$ cat config.mk
export PLATFORM = sky130hd
export DESIGN_NAME = gdre_front
export DESIGN_NICKNAME = d
export VERILOG_FILES = /design/src/sv/gdre_pkg.sv /design/src/sv/gdre_front.sv
export SDC_FILE = /design/constraint.sdc
export NUM_CORES = 2
export LEC_CHECK = 0
export BUFFER_PORTS_ARGS = -buffer_cell sky130_fd_sc_hd__clkbuf_2
export CORE_MARGIN = 3
export CORE_UTILIZATION = 30
export CTS_CLUSTER_DIAMETER = 40
export DETAILED_ROUTE_END_ITERATION = 8
export GPL_ROUTABILITY_DRIVEN = 0
export PLACE_DENSITY_LB_ADDON = 0.15
export SLEW_MARGIN = 20
export SYNTH_ARGS = -nofsm -noshare
export SYNTH_HDL_FRONTEND = slang
export SYNTH_SLANG_ARGS = --single-unit
export TNS_END_PERCENT = 20
$ cat constraint.sdc
create_clock -name clk_i -period 10.3 [get_ports clk_i]
set_clock_uncertainty 0.05 [all_clocks]
set_input_delay 2.06 -clock clk_i [delete_from_list [all_inputs] [get_ports clk_i]]
set_output_delay 2.06 -clock clk_i [all_outputs]
set_load 0.02 [all_outputs]
$ cat src/sv/gdre_pkg.sv
// Shared types and constants for the Gaussian density block.
// Used by the front end, divider, scaler, top level and checker; no dependencies.
package gdre_pkg;

  // Field widths
  localparam int unsigned SAMPLE_W = 16;
  localparam int unsigned MEAN_W   = 16;
  localparam int unsigned ESCALE_W = 24;
  localparam int unsigned NSCALE_W = 20;
  localparam int unsigned DENS_W   = 20;

  // Internal datapath widths
  localparam int unsigned MAG_W    = 25;   // clamped |y|, Q.12
  localparam int unsigned NUM_W    = 49;   // numerator / denominator, Q.24
  localparam int unsigned REM_W    = 50;   // partial remainder
  localparam int unsigned RATIO_W  = 17;   // quotient, Q.16, 0..65536
  localparam int unsigned DIV_STEPS    = 17;
  localparam int unsigned FRONT_STAGES = 5;
  localparam int unsigned SCALE_STAGES = 2;

  // Constants of the Pade form
  localparam logic [MAG_W-1:0]  MAG_MAX  = 25'h100_0000;      // 4096.0 in Q.12
  localparam logic [MAG_W-1:0]  THREE_Y  = 25'd12288;         // 3.0 in Q.12
  localparam logic [NUM_W-1:0]  THREE_SQ = 49'h300_0000;      // 3.0 in Q.24
  localparam logic [DENS_W-1:0] DENS_MAX = 20'hF_FFFF;

  // Register word indexes (paddr[3:2])
  localparam logic [1:0] REG_MEAN   = 2'd0;
  localparam logic [1:0] REG_ESCALE = 2'd1;
  localparam logic [1:0] REG_NSCALE = 2'd2;

  typedef struct packed {
    logic [MEAN_W-1:0]   mean;        // signed Q4.12
    logic [ESCALE_W-1:0] exp_scale;   // unsigned Q8.16
    logic [NSCALE_W-1:0] norm_scale;  // unsigned Q4.16
  } cfg_t;

  // Front end to divider
  typedef struct packed {
    logic [NUM_W-1:0] num;
    logic [NUM_W-1:0] den;
    logic             last;
  } frac_t;

  // Divider to scaler
  typedef struct packed {
    logic [RATIO_W-1:0] ratio;
    logic               last;
  } ratio_t;

endpackage

$ cat src/sv/gdre_front.sv
// Front end: d = sample - mean, |y| = d*d*exp_scale, clamp, Pade numerator and denominator.
// Five register stages; depends on gdre_pkg.
module gdre_front (
  input  logic                           clk_i,
  input  logic                           rst_ni,
  input  gdre_pkg::cfg_t                 cfg_i,
  input  logic                           in_valid_i,
  output logic                           in_ready_o,
  input  logic [gdre_pkg::SAMPLE_W-1:0]  sample_i,
  input  logic                           last_i,
  output logic                           out_valid_o,
  input  logic                           out_ready_i,
  output gdre_pkg::frac_t                out_o
);
  import gdre_pkg::*;

  logic [FRONT_STAGES-1:0] v_q;
  logic [FRONT_STAGES-1:0] en;
  logic                    l_q [FRONT_STAGES];

  logic [SAMPLE_W:0]   diff;
  logic [SAMPLE_W-1:0] ad_d, ad_q;
  logic [31:0]         sq_d, sq_q;
  logic [55:0]         prod;
  logic [27:0]         mag_d, mag_q;
  logic [MAG_W-1:0]    magc;
  logic [MAG_W-1:0]    pa_d, pa_q, pb_d, pb_q;
  logic [REM_W-1:0]    sqa, sqb;
  logic [NUM_W-1:0]    num_d, num_q, den_d, den_q;

  // Stage enables: a stage loads when empty or when the next one moves
  always_comb begin
    en[FRONT_STAGES-1] = !v_q[FRONT_STAGES-1] || out_ready_i;
    for (int k = FRONT_STAGES - 2; k >= 0; k--) begin
      en[k] = !v_q[k] || en[k+1];
    end
  end

  assign in_ready_o = en[0];

  always_ff @(posedge clk_i or negedge rst_ni) begin
    if (!rst_ni) begin
      v_q <= '0;
    end else begin
      if (en[0]) v_q[0] <= in_valid_i;
      for (int k = 1; k < FRONT_STAGES; k++) begin
        if (en[k]) v_q[k] <= v_q[k-1];
      end
    end
  end

  always_ff @(posedge clk_i) begin
    if (en[0]) l_q[0] <= last_i;
    for (int k = 1; k < FRONT_STAGES; k++) begin
      if (en[k]) l_q[k] <= l_q[k-1];
    end
  end

  // Stage 1: difference and magnitude
  always_comb begin
    diff = {sample_i[SAMPLE_W-1], sample_i} - {cfg_i.mean[MEAN_W-1], cfg_i.mean};
    ad_d = diff[SAMPLE_W] ? SAMPLE_W'(~diff + (SAMPLE_W+1)'(1)) : diff[SAMPLE_W-1:0];
  end

  // Stage 2: square
  assign sq_d = ad_q * ad_q;

  // Stage 3: scale by exp_scale, keep Q.12
  always_comb begin
    prod  = sq_q * cfg_i.exp_scale;
    mag_d = prod[55:28];
  end

  // Stage 4: clamp, then |y+3| and |y-3|
  always_comb begin
    magc = (mag_q > 28'(MAG_MAX)) ? MAG_MAX : mag_q[MAG_W-1:0];
    pa_d = (magc > THREE_Y) ? (magc - THREE_Y) : (THREE_Y - magc);
    pb_d = magc + THREE_Y;
  end

  // Stage 5: squares plus three
  always_comb begin
    sqa   = pa_q * pa_q;
    sqb   = pb_q * pb_q;
    num_d = sqa[NUM_W-1:0] + THREE_SQ;
    den_d = sqb[NUM_W-1:0] + THREE_SQ;
  end

  always_ff @(posedge clk_i) begin
    if (en[0]) ad_q  <= ad_d;
    if (en[1]) sq_q  <= sq_d;
    if (en[2]) mag_q <= mag_d;
    if (en[3]) begin
      pa_q <= pa_d;
      pb_q <= pb_d;
    end
    if (en[4]) begin
      num_q <= num_d;
      den_q <= den_d;
    end
  end

  assign out_valid_o = v_q[FRONT_STAGES-1];
  assign out_o.num   = num_q;
  assign out_o.den   = den_q;
  assign out_o.last  = l_q[FRONT_STAGES-1];

endmodule

# Word level (Yosys, flattened, before mapping)
# Memories as Yosys holds them, arrays and structs flattened.
# Index checks and enable logic that the tools add are counted.
# W data, S select, Z words.
[word_totals] reg_bits=229 elab_cells=50 mem_count=1 in_bits=81 ram_bits=5
[classes] multipliers=4 bitwise_logic=1 add_sub_neg=7 reduce_logical=10 magnitude_cmp=2 muxes=13
[mem_list] memory="l_q" words=5 word_bits=1 rd=5 rd_clocked_by_memory_dff=0 wr=5 line_no="gdre_front.sv:19" source="logic l_q [FRONT_STAGES];"
[op_table] operator="$add A49 B26 Y49 const B" n=2
[op_table] operator="$mul A25 B25 Y49" n=2
[op_table] operator="$mul A32 B24 Y56" n=1
[op_table] operator="$mux W25" n=2
[op_table] operator="$mul A16 B16 Y32" n=1
[op_table] operator="$gt A28 B25 Y1 const B" n=1
[op_table] operator="$add A25 B14 Y25 const B" n=1
[op_table] operator="$gt A25 B14 Y1 const B" n=1
[op_table] operator="$sub A14 B25 Y25 const A" n=1
[op_table] operator="$sub A25 B14 Y25 const B" n=1
[op_table] operator="$sub A16 B16 Y17" n=1
[op_table] operator="$add A16 B1 Y16 const B" n=1
[op_table] operator="$mux W16" n=1
[op_table] operator="$not A16 Y16" n=1
[op_table] operator="$mux W1" n=10
[op_table] operator="$logic_not A1 Y1" n=5
[op_table] operator="$logic_or A1 B1 Y1" n=5

# Longest topological paths before layout
[depth] depth_word=8 ltp_mapped=29 depth_no_buf=28

# Least setup slack after synthesis
# Ideal clock, no wire load.
[synth_path] path_type="input to register" start="in cfg_i[23] in the netlist's numbering" end="reg mag_q[21], data pin" setup_time_ns=0.255 path_stages=25 setup_slack_ns=1.759 t_required_ns=9.995 arrival_time_ns=8.236 cell_sequence="clkbuf_1 -> nand2_1 -> fa_1 -> inv_1 -> fa_1 -> inv_1 -> fa_1 -> fa_1 -> inv_1 -> fa_1 -> fa_1 -> inv_1 -> fa_1 -> inv_1 -> ha_1 -> a21o_1 -> a21o_1 -> a21oi_1 -> o21a_1 -> a31oi_1 -> o21ai_0 -> o21a_1 -> o21ai_0 -> a211o_1 -> and3_1"
[synth_between] elab_chain_len=1
[synth_lines] element="from (decl)" line_no="gdre_front.sv:6" source="input gdre_pkg::cfg_t cfg_i,"
[synth_lines] element="$mul A32 B24 Y56" line_no="gdre_front.sv:70" source="prod = sq_q * cfg_i.exp_scale;"
[synth_lines] element="named net prod[49]" line_no="gdre_front.sv:24" source="logic [55:0] prod;"
[synth_lines] element="to (signal assigned)" line_no="gdre_front.sv:92" source="if (en[2]) mag_q <= mag_d;"
[synth_lines] element="to (decl)" line_no="gdre_front.sv:25" source="logic [27:0] mag_d, mag_q;"
# The timed path passes the listed nets, and every way through them passes these cells.
# A chain may end at the register's enable or synchronous reset.

# Worst setup path after layout
[layout_path] start="in cfg_i[28] in the netlist's numbering" end="reg mag_q[19], data pin"
# The elaborated chain is that of the path after synthesis.

==> out/metrics.yaml <==
synthesis:
  yosysWarnings: 0
  synthArstFlopShare_pct: 2.18
  synth_common_cells: "inv_1, fa_1, nand2_1, ha_1, and2_1"
  syn_inst: 7915
  synth.most_common_cell: "inv_1"
  ys.flop_type: "edfxtp_1"
  ys_ff_latch: 229
  ys_seq_area_share_pct: 9.09
  synth_top_area_share_pct: 46.1
  netlist_area_sq_um: 75400
  ys_types: 88
  synth_edf_count: 224
  avgSynthCellArea_sq_um: 9.52
  yosysTopAreaCell: "fa_1"
  netlist_top_cells_area: "fa_1, ha_1, inv_1"
clock_network:
  cts_resized: 0
  clk_pin_slew_ps: 50
  holdBufCountCts: 0
  cts_setup_buffers: 0
  root_buffer: "clkbuf_16"
  clock_sinks: 229
  cts_tree: "built"
  clock_path_buffers: 3
  cts_made_buffers: 53
  h-tree-depth: 2
  clk_latency_ps: 640
grt:
  grt_pass1_wl_microns: 330000
  use_met3_pct: 1.93
  top_usage_layer: "met2"
  use_met1_pct: 22.5
  grt_max_degree: 60
  grtUsageMet2_pct: 28.2
  grt-ovfl-total: 0
  grt_pass1_vias: 57700
  antenna_found_initial: 10
  gr-usage-all-layers_pct: 16.5
die:
  coreArea_sq_um: 249000
  initial_core_util_pct: 30.2
  ioPinCount: 182
  die-area_sq_um: 257000
  die_y_microns: 507
  rows: 183
  die_w_microns: 507
place:
  io_buffers: 159
  dp_hpwl_microns: 170000
  placed_cells: 11300
detailed_routing:
  dr.pass1.iters: 5
  drtIter0Drc: 2168
  vias: 50700
  wl_microns: 205000
  wl_per_cell_microns: 18.0
  via_per_inst: 4.45
  drc_errors: 0
  ant_nets: 0
sta:
  final-hold-violation-count: 0
  final.setup.tns_ps: 0
  rsz0062_at_grt: "no"
  maxSlewViolCount: 0
  tightest_slew_ps: 1160
  min_period_ps: 8980
  maxSlewHeadroom_pct: 22.6
  period_share_pct: 87.2
  finalSetupViolCount: 0
  fmax_mhz: 111
final_layout:
  post-route-util_pct: 33.1
  layout-drive-gt1-share_pct: 5.81
  multiInputGateArea_sq_um: 59100
  area_growth_pct: 9.36
  register_area_sq_um: 6850
  fin_nets: 10600
  fill_cells: 26100
  layout.cells.non_filler: 11400
critical_path:
  path_max_fanout: 23
  critPathLaunchType: "input pin"
  max_stage_delay_ps: 590
  crit_top_cell: "fa_1"
  critical_path_arrival_ps: 9320
  worstPathRequired_ps: 10630
  endpoint_kind: "flip-flop"
  path_class: "input pin to flip-flop"
  cp_slowest_cell: "clkbuf_2"
status:
  status: "complete, no violations"
job:
  max_cap_viol_count: 0
min_path:
  min_path_type: "flip-flop to flip-flop"
[critical path: cells and delay by family]
| family | cells | cell delay [ps] |
|---|---|---|
| adders and majority gates | 8 | 4030 |
| buffers and inverters | 8 | 1450 |
| AOI/OAI and AO/OA | 7 | 1310 |
| and+or+nand+nor | 3 | 300 |
| xor gates and xnor gates | 1 | 140 |
[flip-flops by register name, summed over array words and instances (netlist names)]
signal  flops
ad_q       16
den_q      47
l_q         5
mag_q      28
num_q      48
pa_q       25
pb_q       24
sq_q       31
v_q         5
[path summary, 6_finish.rpt]
| path | start | endpoint | slack (ps) | cells past startpoint |
|---|---|---|---|---|
| max in group asynchronous | rst_ni | v_q[0] | 8810 | 1 |
| worst min register to register | l_q[0][3] | l_q[0][4] | 370 | 0 |
| worst min-delay path | l_q[0][3] | l_q[0][4] | 370 | 0 |
| worst max-delay path | cfg_i[28] | mag_q[19] | 1320 | 27 |
| worst max register to register | pa_q[11] | num_q[47] | 1510 | 24 |
| min in group asynchronous | rst_ni | v_q[4] | 1200 | 1 |
[cells by family (layout without fill, tap and decap cells)]
| group | after synthesis | after routing | share of synthesized area [%] |
|---|---|---|---|
| multiplexers | 8 | 8 | 0.113 |
| AND/OR/NAND/NOR | 1934 | 1934 | 12.8 |
| AO/OA/AOI/OAI | 533 | 533 | 4.58 |
| XOR/XNOR | 227 | 227 | 2.64 |
| other | 2 | 14 | 0.00997 |
| buffers and inverters | 2521 | 2669 | 12.6 |
| flip-flops | 229 | 229 | 9.09 |
| adder cells (fa/ha/maj) | 2461 | 2461 | 58.2 |
[cells in the final DEF, fill, tap and decap left out, types with 84 or more instances in the layout]
cell         n
o21ai_0     92
nor2_1     173
fa_1      1737
xor2_1      87
edfxtp_1   224
a21oi_1    171
xnor2_1    140
buf_4      164
nand2_1    803
inv_1     2239
a21o_1      84
clkbuf_2   159
and2_1     716
ha_1       724
[area by class of cell]
cell class,instances,area share (%)
Antenna cell,3,0.00911
Clock buffer,57,1.65
Clock inverter,42,0.477
Inverter,2241,10.2
Multi-Input combinational cell,5174,71.7
Sequential cell,229,8.31
Tap cell,3330,5.06
Timing Repair Buffer,329,2.61
[metal layers]
layer | up-vias | wire length (microns)
li1 | 23500 | -
met3 | 154 | 8490
met1 | 26300 | 93700
met5 | - | 0
met4 | 0 | 3510
met2 | 845 | 99000
[metrics by stage]
step / hold slack, ps / setup WS, ps / instance area, sq um
2_1_floorplan: 350 / 1760 / 75400
6_report: 371 / 1320 / 82400
5_1_grt: 397 / 1040 / 82400
3_3_place_gp: 354 / 740 / 80600
4_1_cts: 374 / 1380 / 82400
3_5_place_dp: 360 / 677 / 80600
Power is not shown: default switching activity piles up to over one toggle a cycle in this logic, so the estimate is an artifact.
