===== config.mk =====
export PLATFORM = sky130hd
export DESIGN_NAME = gdre_div
export DESIGN_NICKNAME = d
export VERILOG_FILES = /design/src/sv/gdre_pkg.sv /design/src/sv/gdre_div.sv
export SDC_FILE = /design/constraint.sdc
export NUM_CORES = 2
export LEC_CHECK = 0
export BUFFER_PORTS_ARGS = -buffer_cell sky130_fd_sc_hd__clkbuf_2
export CORE_MARGIN = 3
export CORE_UTILIZATION = 45
export CTS_BUF_LIST = sky130_fd_sc_hd__clkbuf_16
export DETAILED_ROUTE_END_ITERATION = 10
export PLACE_DENSITY = 0.6
export SYNTH_ARGS = -nofsm -noshare
export SYNTH_HDL_FRONTEND = slang
export SYNTH_SLANG_ARGS = --single-unit

===== constraint.sdc =====
create_clock -name clk_i -period 29.2 [get_ports clk_i]
set_clock_uncertainty 0.15 [all_clocks]
set_input_delay 5.84 -clock clk_i [delete_from_list [all_inputs] [get_ports clk_i]]
set_output_delay 5.84 -clock clk_i [all_outputs]
set_load 0.005 [all_outputs]

===== src/sv/gdre_pkg.sv =====
// Shared types and constants for the Gaussian density block.
// Used by the front end, divider, scaler, top level and checker; no dependencies.
package gdre_pkg;

  // Field widths
  localparam int unsigned SAMPLE_W = 16;
  localparam int unsigned MEAN_W   = 16;
  localparam int unsigned ESCALE_W = 24;
  localparam int unsigned NSCALE_W = 20;
  localparam int unsigned DENS_W   = 20;

  // Internal datapath widths
  localparam int unsigned MAG_W    = 25;   // clamped |y|, Q.12
  localparam int unsigned NUM_W    = 49;   // numerator / denominator, Q.24
  localparam int unsigned REM_W    = 50;   // partial remainder
  localparam int unsigned RATIO_W  = 17;   // quotient, Q.16, 0..65536
  localparam int unsigned DIV_STEPS    = 17;
  localparam int unsigned FRONT_STAGES = 5;
  localparam int unsigned SCALE_STAGES = 2;

  // Constants of the Pade form
  localparam logic [MAG_W-1:0]  MAG_MAX  = 25'h100_0000;      // 4096.0 in Q.12
  localparam logic [MAG_W-1:0]  THREE_Y  = 25'd12288;         // 3.0 in Q.12
  localparam logic [NUM_W-1:0]  THREE_SQ = 49'h300_0000;      // 3.0 in Q.24
  localparam logic [DENS_W-1:0] DENS_MAX = 20'hF_FFFF;

  // Register word indexes (paddr[3:2])
  localparam logic [1:0] REG_MEAN   = 2'd0;
  localparam logic [1:0] REG_ESCALE = 2'd1;
  localparam logic [1:0] REG_NSCALE = 2'd2;

  typedef struct packed {
    logic [MEAN_W-1:0]   mean;        // signed Q4.12
    logic [ESCALE_W-1:0] exp_scale;   // unsigned Q8.16
    logic [NSCALE_W-1:0] norm_scale;  // unsigned Q4.16
  } cfg_t;

  // Front end to divider
  typedef struct packed {
    logic [NUM_W-1:0] num;
    logic [NUM_W-1:0] den;
    logic             last;
  } frac_t;

  // Divider to scaler
  typedef struct packed {
    logic [RATIO_W-1:0] ratio;
    logic               last;
  } ratio_t;

endpackage


===== src/sv/gdre_div.sv =====
// Pipelined restoring divider: floor(num * 2^16 / den), one quotient bit per stage.
// Seventeen register stages; depends on gdre_pkg.
module gdre_div (
  input  logic             clk_i,
  input  logic             rst_ni,
  input  logic             in_valid_i,
  output logic             in_ready_o,
  input  gdre_pkg::frac_t  in_i,
  output logic             out_valid_o,
  input  logic             out_ready_i,
  output gdre_pkg::ratio_t out_o
);
  import gdre_pkg::*;

  logic [DIV_STEPS-1:0] v_q;
  logic [DIV_STEPS-1:0] en;
  logic                 l_q   [DIV_STEPS];
  logic [RATIO_W-1:0]   q_q   [DIV_STEPS];
  logic [REM_W-1:0]     r_q   [DIV_STEPS-1];
  logic [NUM_W-1:0]     den_q [DIV_STEPS-1];

  // Stage enables
  always_comb begin
    en[DIV_STEPS-1] = !v_q[DIV_STEPS-1] || out_ready_i;
    for (int k = DIV_STEPS - 2; k >= 0; k--) begin
      en[k] = !v_q[k] || en[k+1];
    end
  end

  assign in_ready_o = en[0];

  always_ff @(posedge clk_i or negedge rst_ni) begin
    if (!rst_ni) begin
      v_q <= '0;
    end else begin
      if (en[0]) v_q[0] <= in_valid_i;
      for (int k = 1; k < DIV_STEPS; k++) begin
        if (en[k]) v_q[k] <= v_q[k-1];
      end
    end
  end

  always_ff @(posedge clk_i) begin
    if (en[0]) l_q[0] <= in_i.last;
    for (int k = 1; k < DIV_STEPS; k++) begin
      if (en[k]) l_q[k] <= l_q[k-1];
    end
  end

  // One compare and subtract per stage
  for (genvar k = 0; k < DIV_STEPS; k++) begin : g_step
    logic [REM_W-1:0]   r_in;
    logic [NUM_W-1:0]   d_in;
    logic [RATIO_W-1:0] q_in;
    logic               ge;
    logic [REM_W-1:0]   rs;

    if (k == 0) begin : g_first
      assign r_in = {1'b0, in_i.num};
      assign d_in = in_i.den;
      assign q_in = '0;
    end else begin : g_next
      assign r_in = r_q[k-1];
      assign d_in = den_q[k-1];
      assign q_in = q_q[k-1];
    end

    assign ge = (r_in >= {1'b0, d_in});
    assign rs = ge ? (r_in - {1'b0, d_in}) : r_in;

    always_ff @(posedge clk_i) begin
      if (en[k]) q_q[k] <= {q_in[RATIO_W-2:0], ge};
    end

    // Remainder and divisor move on except after the final bit
    if (k < DIV_STEPS - 1) begin : g_carry
      always_ff @(posedge clk_i) begin
        if (en[k]) begin
          r_q[k]   <= {rs[REM_W-2:0], 1'b0};
          den_q[k] <= d_in;
        end
      end
    end
  end

  assign out_valid_o = v_q[DIV_STEPS-1];
  assign out_o.ratio = q_q[DIV_STEPS-1];
  assign out_o.last  = l_q[DIV_STEPS-1];

endmodule


# Word-level counts from Yosys, hierarchy flattened
# Memory sizes are Yosys's and may differ from the RTL's.
# Index checks and enable logic that the tools add are counted.
[word_totals]
regBits = 17
latch_bits = 0
ramBits = 1874
rom_bits = 0
inputBits = 103
output_inout_bits = 20
elab_cells = 138
n_memories = 4
[op_classes]
addsub = 16
mul = 0
div_mod_pow = 0
n_lt_le_gt_ge = 17
n_eq_ne = 0
shifts = 0
n_mux = 50
bitwise = 0
n_reduce_logical = 34
[memory_table]
columns = ["name", "depth", "width", "read_ports", "rd_clocked_by_memory_dff", "write_ports", "line", "rtl"]
rows = [
  ["den_q", 16, 49, 16, 0, 16, "gdre_div.sv:20", "logic [NUM_W-1:0] den_q [DIV_STEPS-1];"],
  ["r_q", 16, 49, 16, 0, 16, "gdre_div.sv:19", "logic [REM_W-1:0] r_q [DIV_STEPS-1];"],
  ["q_q", 17, 17, 17, 0, 17, "gdre_div.sv:18", "logic [RATIO_W-1:0] q_q [DIV_STEPS];"],
  ["l_q", 17, 1, 17, 0, 17, "gdre_div.sv:17", "logic l_q [DIV_STEPS];"],
]
[op_table]
columns = ["operator", "count"]
rows = [
  ["$ge 50x49->1", 16],
  ["$mux 49", 16],
  ["$sub 49x49->49", 16],
  ["$ge 49x49->1", 1],
  ["$mux 1", 34],
  ["$logic_not 1->1", 17],
  ["$logic_or 1x1->1", 17],
]

# Depth between registers and ports, before layout
[depth]
word_depth = 20
mapped_depth = 16

# Worst setup path before layout
# Ideal clock, no wire load.
[synth_path]
path_kind = "input-to-output"
start = "input port out_ready_i"
end = "output port in_ready_o"
arrival_time_ns = 21.273
required_time_ns = 23.210
path_slack_ns = 1.937
cell_stages = 10
path_cell_list = "nand2b_1 -> nor2_1 -> and3_1 -> nand3_1 -> nor2_1 -> nand3_1 -> nor2_1 -> nand4_1 -> nor2_1 -> nand4_1"
[synth_between]
elab_chain_len = 17
[synth_rtl]
columns = ["element", "line", "rtl"]
rows = [
  ["from (decl)", "gdre_div.sv:10", "input logic out_ready_i,"],
  ["$logic_or 1x1->1", "gdre_div.sv:24", "en[DIV_STEPS-1] = !v_q[DIV_STEPS-1] || out_ready_i;"],
  ["$logic_or 1x1->1 (5 in series)", "gdre_div.sv:26", "en[k] = !v_q[k] || en[k+1];"],
  ["via en[11]", "gdre_div.sv:16", "logic [DIV_STEPS-1:0] en;"],
  ["$logic_or 1x1->1 (3 in series)", "gdre_div.sv:26", ""],
  ["via en[8]", "gdre_div.sv:16", ""],
  ["$logic_or 1x1->1 (4 in series)", "gdre_div.sv:26", ""],
  ["via en[4]", "gdre_div.sv:16", ""],
  ["$logic_or 1x1->1 (4 in series)", "gdre_div.sv:26", ""],
  ["to (decl)", "gdre_div.sv:7", "output logic in_ready_o,"],
]
# The timed path passes the listed nets, and every way through them passes these cells.

# Final worst setup path
[layout_path]
start = "input port out_ready_i"
end = "output port in_ready_o"
[layout_between]
elab_chain_len = 17
[layout_rtl]
columns = ["element", "line"]
rows = [
  ["$logic_or 1x1->1", "gdre_div.sv:24"],
  ["via en[16]", "gdre_div.sv:16"],
  ["$logic_or 1x1->1 (5 in series)", "gdre_div.sv:26"],
  ["via en[11]", "gdre_div.sv:16"],
  ["$logic_or 1x1->1 (3 in series)", "gdre_div.sv:26"],
  ["via en[8]", "gdre_div.sv:16"],
  ["$logic_or 1x1->1 (4 in series)", "gdre_div.sv:26"],
  ["via en[4]", "gdre_div.sv:16"],
  ["$logic_or 1x1->1 (4 in series)", "gdre_div.sv:26"],
]
# The timed path passes the listed nets, and every way through them passes these cells.

==> impl_metrics.json <==
{
  "final-seq-area_um2": 52600,
  "synth-seq-area-share": 0.484,
  "fill_cell_total_of_the_finished_layout": 21300,
  "report.final.setup_viol": 0,
  "rsz0062_at_grt": "no",
  "drcViolationCount": 0,
  "post_route_wl_um": 275000,
  "nets": 11400,
  "post_cts.resized_instances": 0,
  "die_height_um": 497,
  "fp.dieArea_um2": 247000,
  "max_cap_violations": 0,
  "antenna_violating_nets_post_route": 0,
  "grt_first_pass_wirelength_um": 431000,
  "cts_tree": "built",
  "setup.worst_path.start": "out_ready_i",
  "proportion_of_layout_cells_with_a_drive_suffix_above_1": 0.0767,
  "post_synth.cell_area_avg_um2": 10.4,
  "synth.lib_cells_used.distinct": 105,
  "mappedNetlistNets": 11400,
  "timing.setup.tns_ns": 0,
  "layout-area-overhead-vs-synth_pct": 9.08,
  "post_cts_buffers": 0,
  "path_max_fanout": 49,
  "rr_worst_depth": 14,
  "tightestPinTransition_ns": 1.35,
  "clock_tree.htree_level_count": 4,
  "root_buffer": "clkbuf_16",
  "setup.worst_path.end": "in_ready_o",
  "synth_top_flop_cell": "edfxtp_1",
  "synthesis.yosys.warnings": 0,
  "cts.sinks": 1755,
  "postSynthRegisterBits": 1755,
  "period_minus_slack_ns": 17.39,
  "combined_area_of_the_multi_input_logic_cells_um2": 50600,
  "ff2ff_setup_slack_ns": 22.79,
  "fmaxAchievable_mhz": 57.5,
  "hold_violations": 0,
  "grt_pass1_vias": 79300,
  "routed_via_density": 5.56,
  "num_io_pins": 123,
  "place.port_buffers": 122,
  "pin_count_of_the_biggest_net_entering_global_routing": 94,
  "gr-total-overflow": 0,
  "num_rows": 179,
  "synth-async-reset-ratio": 0.00969,
  "place.detailed.hpwl_um": 221000,
  "cts_made_buffers": 196,
  "fp.coreArea_um2": 239000,
  "via_count": 76800,
  "final-max-slew-violation-count": 0,
  "routed_wire_length_per_instance_um": 19.9,
  "setup.worst_path.class": "input pin to output port",
  "dp_slack_ns": 11.77,
  "clkTransAtPathRegs_ns": 0.06,
  "initial_core_utilization": 0.455,
  "syn_inst": 10500,
  "finalWorstSetupSlack_ns": 11.81,
  "detailedRoute.firstIterationViolations": 4226,
  "status": "completed",
  "mappedNetlistArea_um2": 109000,
  "worst_setup_path_start_kind": "input pin",
  "pwr_density_cell_nw_per_um2": 122,
  "clock_path_buffers": 3,
  "gp_congestion": 0.974,
  "min_period_over_period": 0.596,
  "hp-class": "flip-flop to flip-flop",
  "ir_worst_vdd_mv": 0.0526,
  "worst_r2r_startpoint": "v_q[16]$_DFFE_PN0P_",
  "critical_path_rt_ns": 23.21,
  "ctsHoldBuffers": 0,
  "final.hold.worst_slack_ns": 0.262,
  "die-width_um": 497,
  "kind_of_end_point_of_the_critical_path": "output port",
  "clk-insertion-delay-late_ns": 0.85,
  "power.leakage_uw": 0.0502,
  "cp_data_arrival_time_ns": 11.40,
  "critical_path.reg2reg.endpoint": "den_q[0][144]$_DFFE_PP_",
  "antenna_found_initial": 7,
  "maxSlewHeadroom": 0.0969,
  "track_usage": 0.219,
  "first_pass_iters": 8,
  "synth_enable_flop_cells": 1738
}
## state kept, by name, summed over array words and instances, names as in the netlist
name,count
v_q,17
den_q,784
q_q,153
r_q,784
l_q,17
## worst max-delay path, cell delays in order
cell	delay, ns
clkbuf_2	0.08
nand2b_1	0.13
buf_4	0.23
nor2_1	0.40
and3_1	0.43
nand3_4	0.09
buf_4	0.32
nor2_1	0.53
nand3_4	0.58
nor2_1	0.77
nand4_1	0.17
buf_4	0.31
nor2_1	0.62
nand4_1	0.27
buf_4	0.32
clkbuf_2	0.20
## worst min path at each step
stage                     startpoint               endpoint  slack (ns)  cells after the start
3_5_place_dp   q_q[0][139]$_DFFE_PP_  q_q[0][157]$_DFFE_PP_        0.25                      0
2_1_floorplan    l_q[0][9]$_DFFE_PP_   l_q[0][10]$_DFFE_PP_        0.25                      0
4_1_cts        q_q[0][137]$_DFFE_PP_  q_q[0][155]$_DFFE_PP_        0.26                      0
6_report       q_q[0][204]$_DFFE_PP_  q_q[0][222]$_DFFE_PP_        0.26                      0
3_3_place_gp   q_q[0][102]$_DFFE_PP_  q_q[0][120]$_DFFE_PP_        0.25                      0
5_1_grt        q_q[0][260]$_DFFE_PP_  q_q[0][278]$_DFFE_PP_        0.27                      0
## cells in the mapped netlist (20+ instances only)
| cell | count | share of area |
|---|---|---|
| mux2_4 | 86 | 0.012 |
| and2_1 | 47 | 0.0027 |
| o31ai_1 | 59 | 0.0041 |
| nand4_1 | 213 | 0.012 |
| o21a_1 | 91 | 0.0063 |
| o41ai_1 | 20 | 0.0016 |
| xor2_1 | 282 | 0.023 |
| o2111ai_1 | 21 | 0.0017 |
| a21boi_0 | 23 | 0.0016 |
| a221oi_1 | 29 | 0.0023 |
| xnor2_1 | 418 | 0.034 |
| nand2b_1 | 96 | 0.0055 |
| a31oi_1 | 87 | 0.0050 |
| nor2_1 | 614 | 0.021 |
| a21oi_1 | 1026 | 0.047 |
| mux2_2 | 168 | 0.017 |
| o21ai_0 | 708 | 0.033 |
| or3_1 | 39 | 0.0022 |
| edfxtp_1 | 1738 | 0.48 |
| or2_2 | 23 | 0.0013 |
| o21ai_1 | 27 | 0.0012 |
| o211ai_1 | 55 | 0.0038 |
| nand3_1 | 169 | 0.0078 |
| inv_1 | 1051 | 0.036 |
| nor4_1 | 41 | 0.0024 |
| nor3_1 | 97 | 0.0045 |
| nor2b_1 | 102 | 0.0059 |
| a211oi_1 | 82 | 0.0057 |
| o21bai_1 | 142 | 0.0098 |
| a21o_1 | 448 | 0.031 |
| nand2_1 | 846 | 0.029 |
| buf_2 | 67 | 0.0031 |
| ha_1 | 832 | 0.096 |
| clkbuf_1 | 274 | 0.0095 |
| and3_1 | 72 | 0.0041 |
## kinds of logic (layout without fill, tap and decap cells)
kind of cell	Yosys count	count (layout)	synth area share
muxes	270	270	0.0308
other	0	3	0
xor gates and xnor gates	700	700	0.0564
and+or+nand+nor	2443	2443	0.106
AOI/OAI and AO/OA	3034	3034	0.172
adders and majority gates	848	848	0.0988
buffers and inverters	1424	1586	0.0515
DFF	1755	1755	0.484
## report_power, final
group	switching (µW)	internal, µW
sequential	454	4040
clock	1020	1350
combinational	4400	3140
## metrics by stage
| stage | util | cell area (µm²) | power (µW) | cells |
|---|---|---|---|---|
| 3_5_place_dp | 0.470 | 112000 | 12000 | 13500 |
| 6_report | 0.496 | 118000 | 14400 | 13800 |
| 2_1_floorplan | - | 109000 | 10100 | 10500 |
| 4_1_cts | 0.496 | 118000 | 14400 | 13800 |
| 3_3_place_gp | 0.470 | 112000 | 11900 | 13500 |
| 5_1_grt | 0.496 | 118000 | 15500 | 13800 |
## routing by layer
metal / global-route usage / wire, µm / vias up
li1: - / - / 38200
met1: 0.210 / 97600 / 36100
met2: 0.434 / 150000 / 1769
met3: 0.0253 / 7660 / 741
met4: 0.143 / 19800 / 0
met5: 0 / 0 / -
## layout make-up
cell class | count | share of cell area
diodes | 3 | 0.0000634
clock buffers | 196 | 0.0414
clock inverters | 154 | 0.0112
inverters | 1052 | 0.0334
multi-input cells | 7295 | 0.427
flip-flops and latches | 1755 | 0.444
well taps | 3167 | 0.0334
repair buffers | 184 | 0.00908
## placed cells by master (no fill, tap or decap), types with 21 or more instances in the layout
| master | netlist | final |
|---|---|---|
| o2111ai_1 | 21 | 21 |
| nor3_1 | 97 | 96 |
| or2_2 | 23 | 23 |
| nor2b_1 | 102 | 102 |
| mux2_2 | 168 | 168 |
| and3_1 | 72 | 72 |
| nand2_1 | 846 | 841 |
| o21bai_1 | 142 | 142 |
| clkinv_1 | 0 | 47 |
| nand2b_1 | 96 | 96 |
| a21o_1 | 448 | 447 |
| o21ai_1 | 27 | 24 |
| and2_1 | 47 | 47 |
| a211oi_1 | 82 | 82 |
| o31ai_1 | 59 | 59 |
| a31oi_1 | 87 | 87 |
| mux2_4 | 86 | 86 |
| clkbuf_16 | 0 | 196 |
| ha_1 | 832 | 832 |
| or3_1 | 39 | 39 |
| o211ai_1 | 55 | 55 |
| a21boi_0 | 23 | 23 |
| nand4_1 | 213 | 213 |
| o21a_1 | 91 | 91 |
| inv_1 | 1051 | 1080 |
| o21ai_0 | 708 | 708 |
| clkinv_2 | 0 | 37 |
| a21oi_1 | 1026 | 1025 |
| a221oi_1 | 29 | 29 |
| nor4_1 | 41 | 37 |
| nor2_1 | 614 | 613 |
| xnor2_1 | 418 | 418 |
| edfxtp_1 | 1738 | 1738 |
| buf_4 | 6 | 62 |
| xor2_1 | 282 | 282 |
| nand3_1 | 169 | 165 |
| clkbuf_2 | 2 | 122 |
Note: power is estimated with default switching activity, not from simulation.
