===== src/sv/gdre_pkg.sv =====
// Shared types and constants for the Gaussian density block.
// Used by the front end, divider, scaler, top level and checker; no dependencies.
package gdre_pkg;

  // Field widths
  localparam int unsigned SAMPLE_W = 16;
  localparam int unsigned MEAN_W   = 16;
  localparam int unsigned ESCALE_W = 24;
  localparam int unsigned NSCALE_W = 20;
  localparam int unsigned DENS_W   = 20;

  // Internal datapath widths
  localparam int unsigned MAG_W    = 25;   // clamped |y|, Q.12
  localparam int unsigned NUM_W    = 49;   // numerator / denominator, Q.24
  localparam int unsigned REM_W    = 50;   // partial remainder
  localparam int unsigned RATIO_W  = 17;   // quotient, Q.16, 0..65536
  localparam int unsigned DIV_STEPS    = 17;
  localparam int unsigned FRONT_STAGES = 5;
  localparam int unsigned SCALE_STAGES = 2;

  // Constants of the Pade form
  localparam logic [MAG_W-1:0]  MAG_MAX  = 25'h100_0000;      // 4096.0 in Q.12
  localparam logic [MAG_W-1:0]  THREE_Y  = 25'd12288;         // 3.0 in Q.12
  localparam logic [NUM_W-1:0]  THREE_SQ = 49'h300_0000;      // 3.0 in Q.24
  localparam logic [DENS_W-1:0] DENS_MAX = 20'hF_FFFF;

  // Register word indexes (paddr[3:2])
  localparam logic [1:0] REG_MEAN   = 2'd0;
  localparam logic [1:0] REG_ESCALE = 2'd1;
  localparam logic [1:0] REG_NSCALE = 2'd2;

  typedef struct packed {
    logic [MEAN_W-1:0]   mean;        // signed Q4.12
    logic [ESCALE_W-1:0] exp_scale;   // unsigned Q8.16
    logic [NSCALE_W-1:0] norm_scale;  // unsigned Q4.16
  } cfg_t;

  // Front end to divider
  typedef struct packed {
    logic [NUM_W-1:0] num;
    logic [NUM_W-1:0] den;
    logic             last;
  } frac_t;

  // Divider to scaler
  typedef struct packed {
    logic [RATIO_W-1:0] ratio;
    logic               last;
  } ratio_t;

endpackage


===== src/sv/gdre_scale.sv =====
// Output scaler: density = min(ratio * norm_scale >> 16, max), held in the output register.
// Two register stages; depends on gdre_pkg.
module gdre_scale (
  input  logic                        clk_i,
  input  logic                        rst_ni,
  input  logic [gdre_pkg::NSCALE_W-1:0] norm_scale_i,
  input  logic                        in_valid_i,
  output logic                        in_ready_o,
  input  gdre_pkg::ratio_t            in_i,
  output logic                        out_valid_o,
  input  logic                        out_ready_i,
  output logic [gdre_pkg::DENS_W-1:0] density_o,
  output logic                        last_o
);
  import gdre_pkg::*;

  localparam int unsigned PROD_W = RATIO_W + NSCALE_W;

  logic [SCALE_STAGES-1:0] v_q;
  logic [SCALE_STAGES-1:0] en;
  logic                    l_q [SCALE_STAGES];
  logic [PROD_W-1:0]       prod_d, prod_q;
  logic [PROD_W-17:0]      sh;
  logic [DENS_W-1:0]       dens_d, dens_q;

  always_comb begin
    en[SCALE_STAGES-1] = !v_q[SCALE_STAGES-1] || out_ready_i;
    for (int k = SCALE_STAGES - 2; k >= 0; k--) begin
      en[k] = !v_q[k] || en[k+1];
    end
  end

  assign in_ready_o = en[0];

  always_ff @(posedge clk_i or negedge rst_ni) begin
    if (!rst_ni) begin
      v_q <= '0;
    end else begin
      if (en[0]) v_q[0] <= in_valid_i;
      for (int k = 1; k < SCALE_STAGES; k++) begin
        if (en[k]) v_q[k] <= v_q[k-1];
      end
    end
  end

  // Multiply, then drop 16 fraction bits and saturate
  always_comb begin
    prod_d = in_i.ratio * norm_scale_i;
    sh     = prod_q[PROD_W-1:16];
    dens_d = (sh > (PROD_W-16)'(DENS_MAX)) ? DENS_MAX : sh[DENS_W-1:0];
  end

  always_ff @(posedge clk_i) begin
    if (en[0]) begin
      prod_q <= prod_d;
      l_q[0] <= in_i.last;
    end
    if (en[1]) begin
      dens_q <= dens_d;
      l_q[1] <= l_q[0];
    end
  end

  assign out_valid_o = v_q[SCALE_STAGES-1];
  assign density_o   = dens_q;
  assign last_o      = l_q[SCALE_STAGES-1];

endmodule


===== config.mk =====
export PLATFORM = sky130hd
export DESIGN_NAME = gdre_scale
export DESIGN_NICKNAME = d
export VERILOG_FILES = /design/src/sv/gdre_pkg.sv /design/src/sv/gdre_scale.sv
export SDC_FILE = /design/constraint.sdc
export NUM_CORES = 1
export LEC_CHECK = 0
export BUFFER_PORTS_ARGS = -buffer_cell sky130_fd_sc_hd__buf_2
export CAP_MARGIN = 10
export CORE_AREA = 2 2 228 230
export CTS_CLUSTER_SIZE = 30
export DETAILED_ROUTE_END_ITERATION = 10
export DIE_AREA = 0 0 230 232
export SYNTH_ARGS = -nofsm -noshare
export SYNTH_HDL_FRONTEND = slang
export SYNTH_SLANG_ARGS = --single-unit

===== constraint.sdc =====
create_clock -name clk_i -period 1.8 [get_ports clk_i]
set_clock_uncertainty 0.05 [all_clocks]
set_input_delay 0.18 -clock clk_i [delete_from_list [all_inputs] [get_ports clk_i]]
set_output_delay 0.18 -clock clk_i [all_outputs]
set_load 0.01 [all_outputs]

* Word-level counts from Yosys, hierarchy flattened
Memory sizes are Yosys's and may differ from the RTL's.
Index checks and enable logic that the tools add are counted.
W data, S select, Z words.
** Word-level totals
- Register bits after elaboration :: 59
- Memories :: 1
- Output and inout port bits :: 23
- Bits in writable memories :: 2
** Operators by class
- Reduce and logical (&&, ||, !) cells :: 4
- Multipliers :: 1
- Mux-type cells :: 4
- $lt $le $gt $ge :: 1
** Memory list
- l_q :: words 2, width 1, rd ports 2, clocked after memory_dff 0, wr ports 2, RTL line gdre_scale.sv:21 : logic l_q [SCALE_STAGES];
** Operator list (count)
- $mul A17 B20 Y37 :: 1
- $gt A21 B20 Y1 const B :: 1
- $mux W1 :: 4
- $logic_not A1 Y1 :: 2
- $logic_or A1 B1 Y1 :: 2

* Logic depth before layout (Yosys ltp)
Gate-level depths: netlist of the first run.
- Depth after elaboration :: 5
- Mapped depth :: 23
- Depth with buffers taken out :: 22

* Worst setup path before layout of the first run
OpenSTA, ideal clock, no wires.
- Path type :: input-to-reg
- Start :: in norm_scale_i[7] in the netlist's numbering
- End :: reg prod_q[25], data pin
- Data arrival time :: 5415 ps
- Stages :: 22
- Library setup time :: 180 ps
- Data required time :: 1570 ps
- Slack :: -3845 ps
- Buffers on the path :: 1
- Cells stage by stage :: clkbuf_1 > nand2_1 > fa_1 > inv_1 > fa_1 > inv_1 > fa_1 > inv_1 > fa_1 > fa_1 > inv_1 > fa_1 > inv_1 > ha_1 > and4_1 > a31oi_1 > a21oi_2 > o21ai_4 > a211oi_1 > o21a_1 > or4_1 > o311ai_1
** On the way
- Cells in the longest elaborated chain, start to end :: 1
** RTL lines
- start: declaration :: RTL line gdre_scale.sv:6 : input logic [gdre_pkg::NSCALE_W-1:0] norm_scale_i,
- $mul A17 B20 Y37 :: RTL line gdre_scale.sv:48 : prod_d = in_i.ratio * norm_scale_i;
- net prod_d[25] :: RTL line gdre_scale.sv:22 : logic [PROD_W-1:0] prod_d, prod_q;
- end signal: assignment :: RTL line gdre_scale.sv:55 : prod_q <= prod_d;
- end: declaration :: RTL line gdre_scale.sv:22
The timed path passes the listed nets, and every way through them passes these cells.
A chain may end at the register's enable or synchronous reset.

* Worst setup path in the final report of the first run
- Start :: in norm_scale_i[9] in the netlist's numbering
- End :: reg prod_q[36], data pin
Same word-level chain as after synthesis.

==> metrics.csv, run 1 <==
stage,metric,value,unit
finish,Syn-to-layout area delta,27.5,%
setup_path,"slowest stage delay, CP",530,ps
global_route,initial antenna violation count,1,
routing,Post-route DRC,0,
timing,Final Hold Vio Count,0,
finish,layout filler cell count,5345,
synthesis,Synth Flop Type,edfxtp_1,
routing,first-pass iteration count of the detailed router,5,
timing,final period utilization,297,%
setup_path,slowest CP cell,fa_1,
synthesis,Synth Area per Inst,9.39,sq um
floorplanning,Initial Util,23.7,%
worst_hold_path,HP Class,primary input to flop,
cts,Root Buffer,clkbuf_16,
setup_path,critical path class,primary input to flop,
routing,overall routed net length,30800,microns
timing,worst relative slew slack,62.7,%
global_route,global route total overflow,0,
setup_path,Crit path top cell by count,fa_1,
timing,Worst Max-Slew Pin Slew,560,ps
cts,"Clk Latency, worst-skew pair",280,ps
synthesis,Synth warnings,0,
cts,clock tree buffer depth,2,
timing,Slew Limit Fails,0,
setup_path,worst-path cell chain,buf_12 > and2_4 > fa_1 > inv_1 > fa_1 > fa_1 > inv_2 > fa_1 > fa_1 > inv_1 > fa_1 > inv_2 > ha_4 > and4_4 > a31oi_4 > a21oi_4 > o21ai_4 > buf_6 > a21oi_4 > o211ai_1 > and3_1 > a311oi_1,
routing,initial DRC count,415,
synthesis,number of synthesized flops with an enable pin,43,
timing,# setup viols final,21,
setup_path,critical path launch point type,primary input,
synthesis,Unique masters post-synth,44,
synthesis,register area share after synthesis,11.1,%
floorplanning,Die W,230,microns
timing,unrepaired setup endpoints after global routing,true,
synthesis,post-synthesis cell count,1285,
floorplanning,io pins,65,
synthesis,"Cell Area, Synth",12100,sq um
place,IO buf count,64,
global_route,vias in the first global route,9804,
global_route,GRT Overall Usage,11.6,%
global_route,largest net degree at the start of global routing,24,
run_status,violated checks,negative setup slack,
setup_path,worst-path maximum fanout,9,
synthesis,#FFs+latches synth,45,
routing,Routed wire per std cell,14.3,microns
floorplanning,Die ar.,53400,sq um
setup_path,data required time of the worst path,1860,ps
routing,final antenna-violating net count,0,
place,Final HPWL DP,26700,microns
cts,clock transition at the registers of the reported paths,60,ps
routing,via count,8932,
timing,final setup margin,-3540,ps
timing,Setup TNS,-71320,ps
cts,Inserted Clock Buffers,5,
setup_path,critical path arrival,5400,ps
finish,fraction of layout cells with a size suffix above 1,24.7,%
run,maxcap violations,0,
cts,CTS tree,yes,
setup_path,endpoint type of the worst setup path,flop,
cts,Num Clock Sinks,45,
floorplanning,Placement Rows,83,
cts,H-tree depth,2,
floorplanning,Die Y,232,microns
routing,vias per cell,4.15,
synthesis,Syn Nets,1703,
finish,Post-layout nets,1886,
floorplanning,core area,50900,sq um
timing,Tmin final,5340,ps
run_status,status,"complete, but fails checks",
setup_path,R2R setup slack,460,ps
synthesis,ys async rst share,4.44,%
global_route,first-pass GRT wire length,49500,microns
timing,Fmax,0.187,GHz
place,RePlAce Congestion,0.855,
-- sequential cells by signal, summed over array words and instances (netlist names) --
| register | count |
|---|---|
| prod_q | 21 |
| l_q | 2 |
| density_o | 20 |
| v_q | 2 |
-- stage by stage --
step                std cells  instance area (sq um)  setup WS, ps  hold slack, ps  util [%]
finish                   2150                  15400         -3540            25.8      30.2
global route             2148                  15400         -3740            18.3      30.2
CTS                      2139                  15000         -3530            16.4      29.4
detailed placement       2120                  14300         -4070           -81.5      28.1
global placement         2120                  14300         -4050           -85.7      28.1
floorplan                1285                  12300         -3550            -166         -
-- synthesized netlist by cell type, types with 3 or more instances --
library cell / number / area share [%]
edfxtp_1: 43 / 11
and3_1: 6 / 0.31
a21oi_1: 13 / 0.54
inv_1: 321 / 10
nand2b_1: 6 / 0.31
nor2_1: 14 / 0.44
and2_1: 141 / 7.3
fa_1: 267 / 44
o21a_1: 3 / 0.19
o21ai_0: 10 / 0.41
xor2_1: 6 / 0.44
a21o_1: 9 / 0.56
xnor2_1: 12 / 0.87
or2_2: 20 / 1.0
ha_1: 109 / 11
clkbuf_1: 56 / 1.7
nor3_1: 6 / 0.25
nand3_1: 3 / 0.12
nand3b_1: 3 / 0.19
a31oi_1: 3 / 0.16
nand2_1: 204 / 6.3
-- cells in the final DEF, fill, tap and decap left out, drive strengths merged, types with 7 or more instances in the layout --
| cell | instances |
|---|---|
| inv | 322 |
| fa | 267 |
| buf | 229 |
| nand2 | 204 |
| and2 | 141 |
| ha | 109 |
| edfxtp | 43 |
| or2 | 20 |
| a21oi | 15 |
| nor2 | 14 |
| o21ai | 13 |
| xnor2 | 12 |
| a21o | 9 |
| clkbuf | 7 |
-- routing by layer --
layer	vias up	part of all wire, %	global-route usage [%]
met5	-	0	0
met4	0	1.5	2.06
met3	29	4.9	1.63
met2	179	52	21.4
met1	4604	42	14.5
li1	4120	-	-
-- final timing paths --
check                                     startpoint                          end  cells past startpoint
min in group asynchronous                     rst_ni           v_q[0]$_DFFE_PN0P_                      2
worst max register to register  prod_q[36]$_DFFE_PP_  density_o[16]$_SDFFCE_PN1P_                      1
worst min-delay path                         in_i[0]          l_q[0][0]$_DFFE_PP_                      1
worst min register to register   l_q[0][0]$_DFFE_PP_          l_q[0][1]$_DFFE_PP_                      0
worst max-delay path                 norm_scale_i[9]         prod_q[36]$_DFFE_PP_                     22
max in group asynchronous                     rst_ni           v_q[1]$_DFFE_PN0P_                      2
-- kinds of logic (layout without fill, tap and decap cells) --
| kind of cell | count (synthesis) | in the layout | share of synthesized area (%) |
|---|---|---|---|
| compound gates | 59 | 59 | 3.43 |
| xor+xnor | 18 | 18 | 1.31 |
| fa+ha+maj | 376 | 376 | 55.6 |
| buf+inv | 377 | 560 | 11.7 |
| flops | 45 | 45 | 11.1 |
| other cells | 0 | 2 | 0 |
| simple gates | 410 | 410 | 16.8 |
-- cell type report --
cell class / instances / area, sq um / share of cell area [%]
Multi-Input combinational cell: 863 / 9760 / 63.5
Clock buffer: 5 / 125 / 0.814
Antenna cell: 2 / 5.00 / 0.0326
Inverter: 321 / 1200 / 7.84
Timing Repair Buffer: 232 / 2050 / 13.3
Clock inverter: 2 / 38.8 / 0.252
Tap cell: 680 / 851 / 5.53
Sequential cell: 45 / 1340 / 8.73
-- critical path, delay by kind of cell --
kind | cells | cell delay (ps)
adders and majority gates | 7 | 3270
AOI/OAI and AO/OA | 6 | 940
and+or+nand+nor | 3 | 550
buffers and inverters | 6 | 440
-- timing repair --
| action | in CTS | in global routing |
|---|---|---|
| setup endpoints to repair | 21 | 21 |
| gates cloned | 1 | 2 |
| pin swaps | 54 | 49 |
| setup buffers | 12 | 9 |
| resized for setup | 119 | 83 |
| hold endpoints to repair | 2 | 0 |
| hold buffers | 1 | 0 |
Power of run 1 is left out: the tool's default activity adds up to more than one toggle a clock period on the data nets, which glitch-free logic cannot reach.
==> run 2: changes to the inputs <==
--- a/config.mk
+++ b/config.mk
@@ -7,10 +7,11 @@
 export LEC_CHECK = 0
 export BUFFER_PORTS_ARGS = -buffer_cell sky130_fd_sc_hd__buf_2
 export CAP_MARGIN = 10
-export CORE_AREA = 2 2 228 230
+export CORE_AREA = 2 2 152 154
 export CTS_CLUSTER_SIZE = 30
 export DETAILED_ROUTE_END_ITERATION = 10
-export DIE_AREA = 0 0 230 232
+export DIE_AREA = 0 0 154 156
+export PLACE_DENSITY = 0.79
 export SYNTH_ARGS = -nofsm -noshare
 export SYNTH_HDL_FRONTEND = slang
 export SYNTH_SLANG_ARGS = --single-unit
==> run 2 against run 1 <==
  * The flow still finishes with violations (negative setup slack)
  * Fmax is 1.3% lower
  * Critical path depth stayed put
  * Global-route usage is 14 points higher
  * Via count is 3.5% higher
  * Non-clock buffer count is 9 lower
  * Die area is 55% lower
  * Final cell count is 19% lower
  * Critical path type unchanged
  * Largest cell class unchanged
  * Highest routed layer unchanged
==> metrics.csv, run 2 (synthesis results as in run 1) <==
stage,metric,value,unit
floorplanning,core area,22400,sq um
floorplanning,Die ar.,24000,sq um
place,RePlAce Congestion,0.952,
finish,Layout Cells excl Fill,1745,
run_status,status,"complete, but fails checks",
routing,first-pass iteration count of the detailed router,5,
finish,"commonest cells after routing, fill and taps aside","inv_1 (312), fa_1 (256), nand2_1 (200), buf_4 (146), and2_1 (121)",
setup_path,worst-path maximum fanout,7,
setup_path,critical path launch point type,primary input,
setup_path,FF-to-FF path depth,1,
place,dpl ws,-4030,ps
setup_path,critical path class,primary input to flop,
global_route,largest net degree at the start of global routing,24,
global_route,initial antenna violation count,0,
setup_path,critical path arrival,5390,ps
timing,final period utilization,301,%
cts,Root Buffer,clkbuf_16,
setup_path,Top delay family on crit path,adder cells,
setup_path,Crit path depth,22,
worst_hold_path,HP Class,primary input to flop,
finish,Multi-input gate area,9730,sq um
routing,overall routed net length,29700,microns
cts,clock transition at the registers of the reported paths,60,ps
routing,via count,9247,
setup_path,Crit path top cell by count,fa_1,
timing,Tmin final,5410,ps
global_route,global route total overflow,0,
cts,Inserted Clock Buffers,5,
finish,register area,1340,sq um
finish,Post-layout nets,1877,
floorplanning,io pins,65,
floorplanning,Die W,154,microns
run,maxcap violations,0,
routing,final antenna-violating net count,0,
place,Final HPWL DP,24800,microns
timing,# setup viols final,21,
finish,layout filler cell count,1655,
floorplanning,Placement Rows,55,
routing,Routed wire per std cell,17.0,microns
place,IO buf count,64,
timing,Worst Max-Slew Pin Slew,474,ps
cts,Num Clock Sinks,45,
run_status,violated checks,negative setup slack,
place,Cells after DPL,1719,
timing,unrepaired setup endpoints after global routing,true,
cts,clock tree buffer depth,2,
worst_hold_path,worst hold path stage count,1,
finish,fraction of layout cells with a size suffix above 1,23.2,%
floorplanning,Initial Util,53.9,%
timing,Final Hold Vio Count,0,
routing,initial DRC count,464,
timing,Slew Limit Fails,0,
finish,Syn-to-layout area delta,21.7,%
setup_path,endpoint type of the worst setup path,flop,
cts,"Clk Latency, worst-skew pair",280,ps
cts,H-tree depth,2,
setup_path,slowest CP cell,fa_2,
finish,final core utilization,65.6,%
setup_path,"slowest stage delay, CP",560,ps
cts,CTS tree,yes,
finish,max reg flops,21,
routing,vias per cell,5.30,
global_route,first-pass GRT wire length,47700,microns
timing,Fmax,0.185,GHz
routing,Post-route DRC,0,
timing,WHS,26.0,ps
floorplanning,Die Y,156,microns
finish,largest register by flop count,prod_q,
finish,number of diodes,0,
setup_path,worst-path cell chain,buf_12 > and2_4 > fa_1 > inv_2 > fa_2 > fa_1 > inv_2 > fa_1 > fa_1 > inv_1 > fa_1 > inv_2 > ha_4 > o21ai_2 > a21oi_2 > a22o_1 > o21ai_4 > a211oi_2 > o21a_2 > buf_6 > a221oi_4 > xnor2_1,
global_route,vias in the first global route,10200,
timing,final setup margin,-3610,ps
timing,worst relative slew slack,68.4,%
setup_path,WP buf/inv,6,
finish,"commonest non-fill, non-tap cell in the layout",inv_1,
global_route,GRT Overall Usage,25.2,%
setup_path,data required time of the worst path,1780,ps
run 2: cell types whose count changed in the layout (fill, tap and decap cells not counted), sizes merged:
| cell | delta |
|---|---|
| inv | -1 |
| clkinv | +1 |
| clkbuf | +1 |
| buf | -9 |
| diode | -2 |
run 2: metal layers:
metal	GRT usage, %	up-vias	routed length, microns
met5	0	-	0
met4	11.2	0	1250
met3	3.25	92	1620
met2	46.4	307	15800
met1	29.5	4735	11000
li1	-	4113	-
run 2: cell type report:
type	instances	area share, %
Inverter	321	8.21
Timing Repair Buffer	223	12.8
Clock buffer	6	0.878
Tap cell	285	2.43
Sequential cell	45	9.14
Multi-Input combinational cell	863	66.3
Clock inverter	2	0.239
run 2: repair_timing:
item | CTS | global route
hold endpoints to repair | 2 | 0
pin swaps | 40 | 58
resized for setup | 92 | 62
setup buffers | 8 | 8
hold buffers | 1 | 0
cloned | 0 | 2
setup endpoints to repair | 21 | 21
run 2: metrics by stage:
stage                     area (sq um)  setup TNS [ps]
final                            14700          -72110
after global routing             14700          -74490
after CTS                        14300          -70100
after detailed placement         13800          -80850
after global placement           13800          -79460
after floorplan                  12300          -70230
run 2: final timing paths:
check / end / start / slack, ps
setup / recovery: prod_q[27]$_DFFE_PP_ / in_i[7] / -3610
min in group asynchronous: v_q[0]$_DFFE_PN0P_ / rst_ni / 160
max in group asynchronous: v_q[1]$_DFFE_PN0P_ / rst_ni / 1450
hold / removal: l_q[0][0]$_DFFE_PP_ / in_i[0] / 30
setup reg to reg: density_o[12]$_SDFFCE_PN1P_ / prod_q[36]$_DFFE_PP_ / 520
hold reg to reg: l_q[0][1]$_DFFE_PP_ / l_q[0][0]$_DFFE_PP_ / 370
Power of run 2 is left out for the same reason.
==> run 3: changes to the inputs <==
--- a/config.mk
+++ b/config.mk
@@ -12,6 +12,8 @@
 export DETAILED_ROUTE_END_ITERATION = 10
 export DIE_AREA = 0 0 154 156
 export PLACE_DENSITY = 0.79
+export RECOVER_POWER = 25
+export SLEW_MARGIN = 20
 export SYNTH_ARGS = -nofsm -noshare
 export SYNTH_HDL_FRONTEND = slang
 export SYNTH_SLANG_ARGS = --single-unit
==> run 3 against run 2 <==
  * The flow still finishes with violations (negative setup slack)
  * First-iteration DRC count is 3.0% higher
  * Global-route usage stayed put
  * Setup slack better by 3.5 ps
  * Core utilization decreased by 0.11 points
  * Final area decreased by 0.16%
  * Highest routed layer unchanged
==> metrics.csv, run 3 (synthesis results as in run 1) <==
stage,metric,value,unit
global_route,initial antenna violation count,0,
run_status,violated checks,negative setup slack,
routing,Routed wire per std cell,17.0,microns
place,IO buf count,64,
timing,Fmax,0.185,GHz
floorplanning,Die W,154,microns
global_route,vias in the first global route,10200,
routing,initial DRC count,478,
timing,unrepaired setup endpoints after global routing,true,
setup_path,critical path launch point type,primary input,
timing,final setup margin,-3610,ps
timing,final period utilization,300,%
place,Cells after DPL,1719,
cts,Root Buffer,clkbuf_16,
timing,Worst Max-Slew Pin Slew,475,ps
global_route,largest net degree at the start of global routing,24,
run_status,status,"complete, but fails checks",
cts,clock transition at the registers of the reported paths,60,ps
cts,CTS tree,yes,
floorplanning,Placement Rows,55,
finish,Layout Cells excl Fill,1745,
setup_path,critical path arrival,5390,ps
worst_hold_path,HP Class,primary input to flop,
timing,Slew Limit Fails,0,
routing,vias per cell,5.30,
finish,number of diodes,0,
finish,fraction of layout cells with a size suffix above 1,21.9,%
setup_path,critical path class,primary input to flop,
place,RePlAce Congestion,0.952,
routing,Post-route DRC,0,
timing,Tmin final,5410,ps
global_route,GRT Overall Usage,25.2,%
cts,Inserted Clock Buffers,5,
setup_path,data required time of the worst path,1780,ps
finish,Syn-to-layout area delta,21.5,%
setup_path,slowest CP cell,fa_2,
routing,first-pass iteration count of the detailed router,5,
finish,max reg flops,21,
finish,"commonest cells after routing, fill and taps aside","inv_1 (312), fa_1 (256), nand2_1 (200), buf_4 (146), and2_1 (121)",
cts,Num Clock Sinks,45,
floorplanning,Initial Util,53.9,%
cts,"Clk Latency, worst-skew pair",280,ps
routing,via count,9250,
floorplanning,Die Y,156,microns
run,maxcap violations,0,
setup_path,WP buf/inv,6,
timing,Final Hold Vio Count,0,
global_route,global route total overflow,0,
place,Final HPWL DP,24800,microns
cts,clock tree buffer depth,2,
setup_path,worst-path cell chain,buf_12 > and2_4 > fa_1 > inv_2 > fa_2 > fa_1 > inv_2 > fa_1 > fa_1 > inv_1 > fa_1 > inv_2 > ha_4 > o21ai_2 > a21oi_2 > a22o_1 > o21ai_4 > a211oi_2 > o21a_2 > buf_6 > a221oi_4 > xnor2_1,
global_route,first-pass GRT wire length,47700,microns
finish,largest register by flop count,prod_q,
setup_path,Crit path top cell by count,fa_1,
timing,worst relative slew slack,68.3,%
floorplanning,io pins,65,
floorplanning,Die ar.,24000,sq um
timing,# setup viols final,21,
setup_path,Top delay family on crit path,adder cells,
floorplanning,core area,22400,sq um
cts,H-tree depth,2,
routing,overall routed net length,29600,microns
finish,Post-layout nets,1877,
routing,final antenna-violating net count,0,
setup_path,worst-path maximum fanout,7,
finish,"commonest non-fill, non-tap cell in the layout",inv_1,
setup_path,endpoint type of the worst setup path,flop,
setup_path,"slowest stage delay, CP",560,ps
## run 3: stage by stage
step / utilization (%) / worst slack [ps] / hold slack, ps / area (sq um) / setup TNS, ps
finish: 65.5 / -3610 / 25.1 / 14600 / -72040
global route: 65.5 / -3740 / 12.5 / 14600 / -74490
CTS: 63.9 / -3540 / 13.5 / 14300 / -70100
detailed placement: 61.5 / -4030 / -79.0 / 13800 / -80850
global placement: 61.5 / -3940 / -86.0 / 13800 / -79460
floorplan: - / -3550 / -166 / 12300 / -70230
## run 3: cell type report
type | instances | area, sq um
well taps | 285 | 357
inverters | 321 | 1200
multi-input cells | 863 | 9730
clock buffers | 6 | 129
flip-flops and latches | 45 | 1340
repair buffers | 223 | 1850
fillers | 1663 | 7720
clock inverters | 2 | 35.0
## run 3: layer usage
| metal | track usage (%) | wire length, microns | up-vias | part of all wire, % |
|---|---|---|---|---|
| li1 | - | - | 4111 | - |
| met1 | 29.5 | 11100 | 4740 | 37 |
| met2 | 46.4 | 15800 | 305 | 53 |
| met3 | 3.25 | 1550 | 94 | 5.2 |
| met4 | 11.2 | 1230 | 0 | 4.2 |
| met5 | 0 | 0 | - | 0 |
## run 3: worst paths after layout
check / startpoint / end / slack [ps] / cells past startpoint
min: in_i[0] / l_q[0][0]$_DFFE_PP_ / 30 / 1
max in group asynchronous: rst_ni / v_q[1]$_DFFE_PN0P_ / 1400 / 2
min reg2reg: l_q[0][0]$_DFFE_PP_ / l_q[0][1]$_DFFE_PP_ / 370 / 0
max: in_i[7] / prod_q[27]$_DFFE_PP_ / -3610 / 22
max reg2reg: prod_q[36]$_DFFE_PP_ / density_o[12]$_SDFFCE_PN1P_ / 520 / 1
min in group asynchronous: rst_ni / v_q[0]$_DFFE_PN0P_ / 170 / 2
## run 3: what timing repair did
| action | 4_1_cts | 5_1_grt |
|---|---|---|
| pin swaps | 40 | 58 |
| buffers inserted | 8 | 8 |
| endpoints found under the setup margin | 21 | 21 |
| hold buffers | 1 | 0 |
| gates cloned | 0 | 2 |
| hold endpoints to repair | 2 | 0 |
| gates resized for setup | 92 | 62 |
Power of run 3 is left out for the same reason.
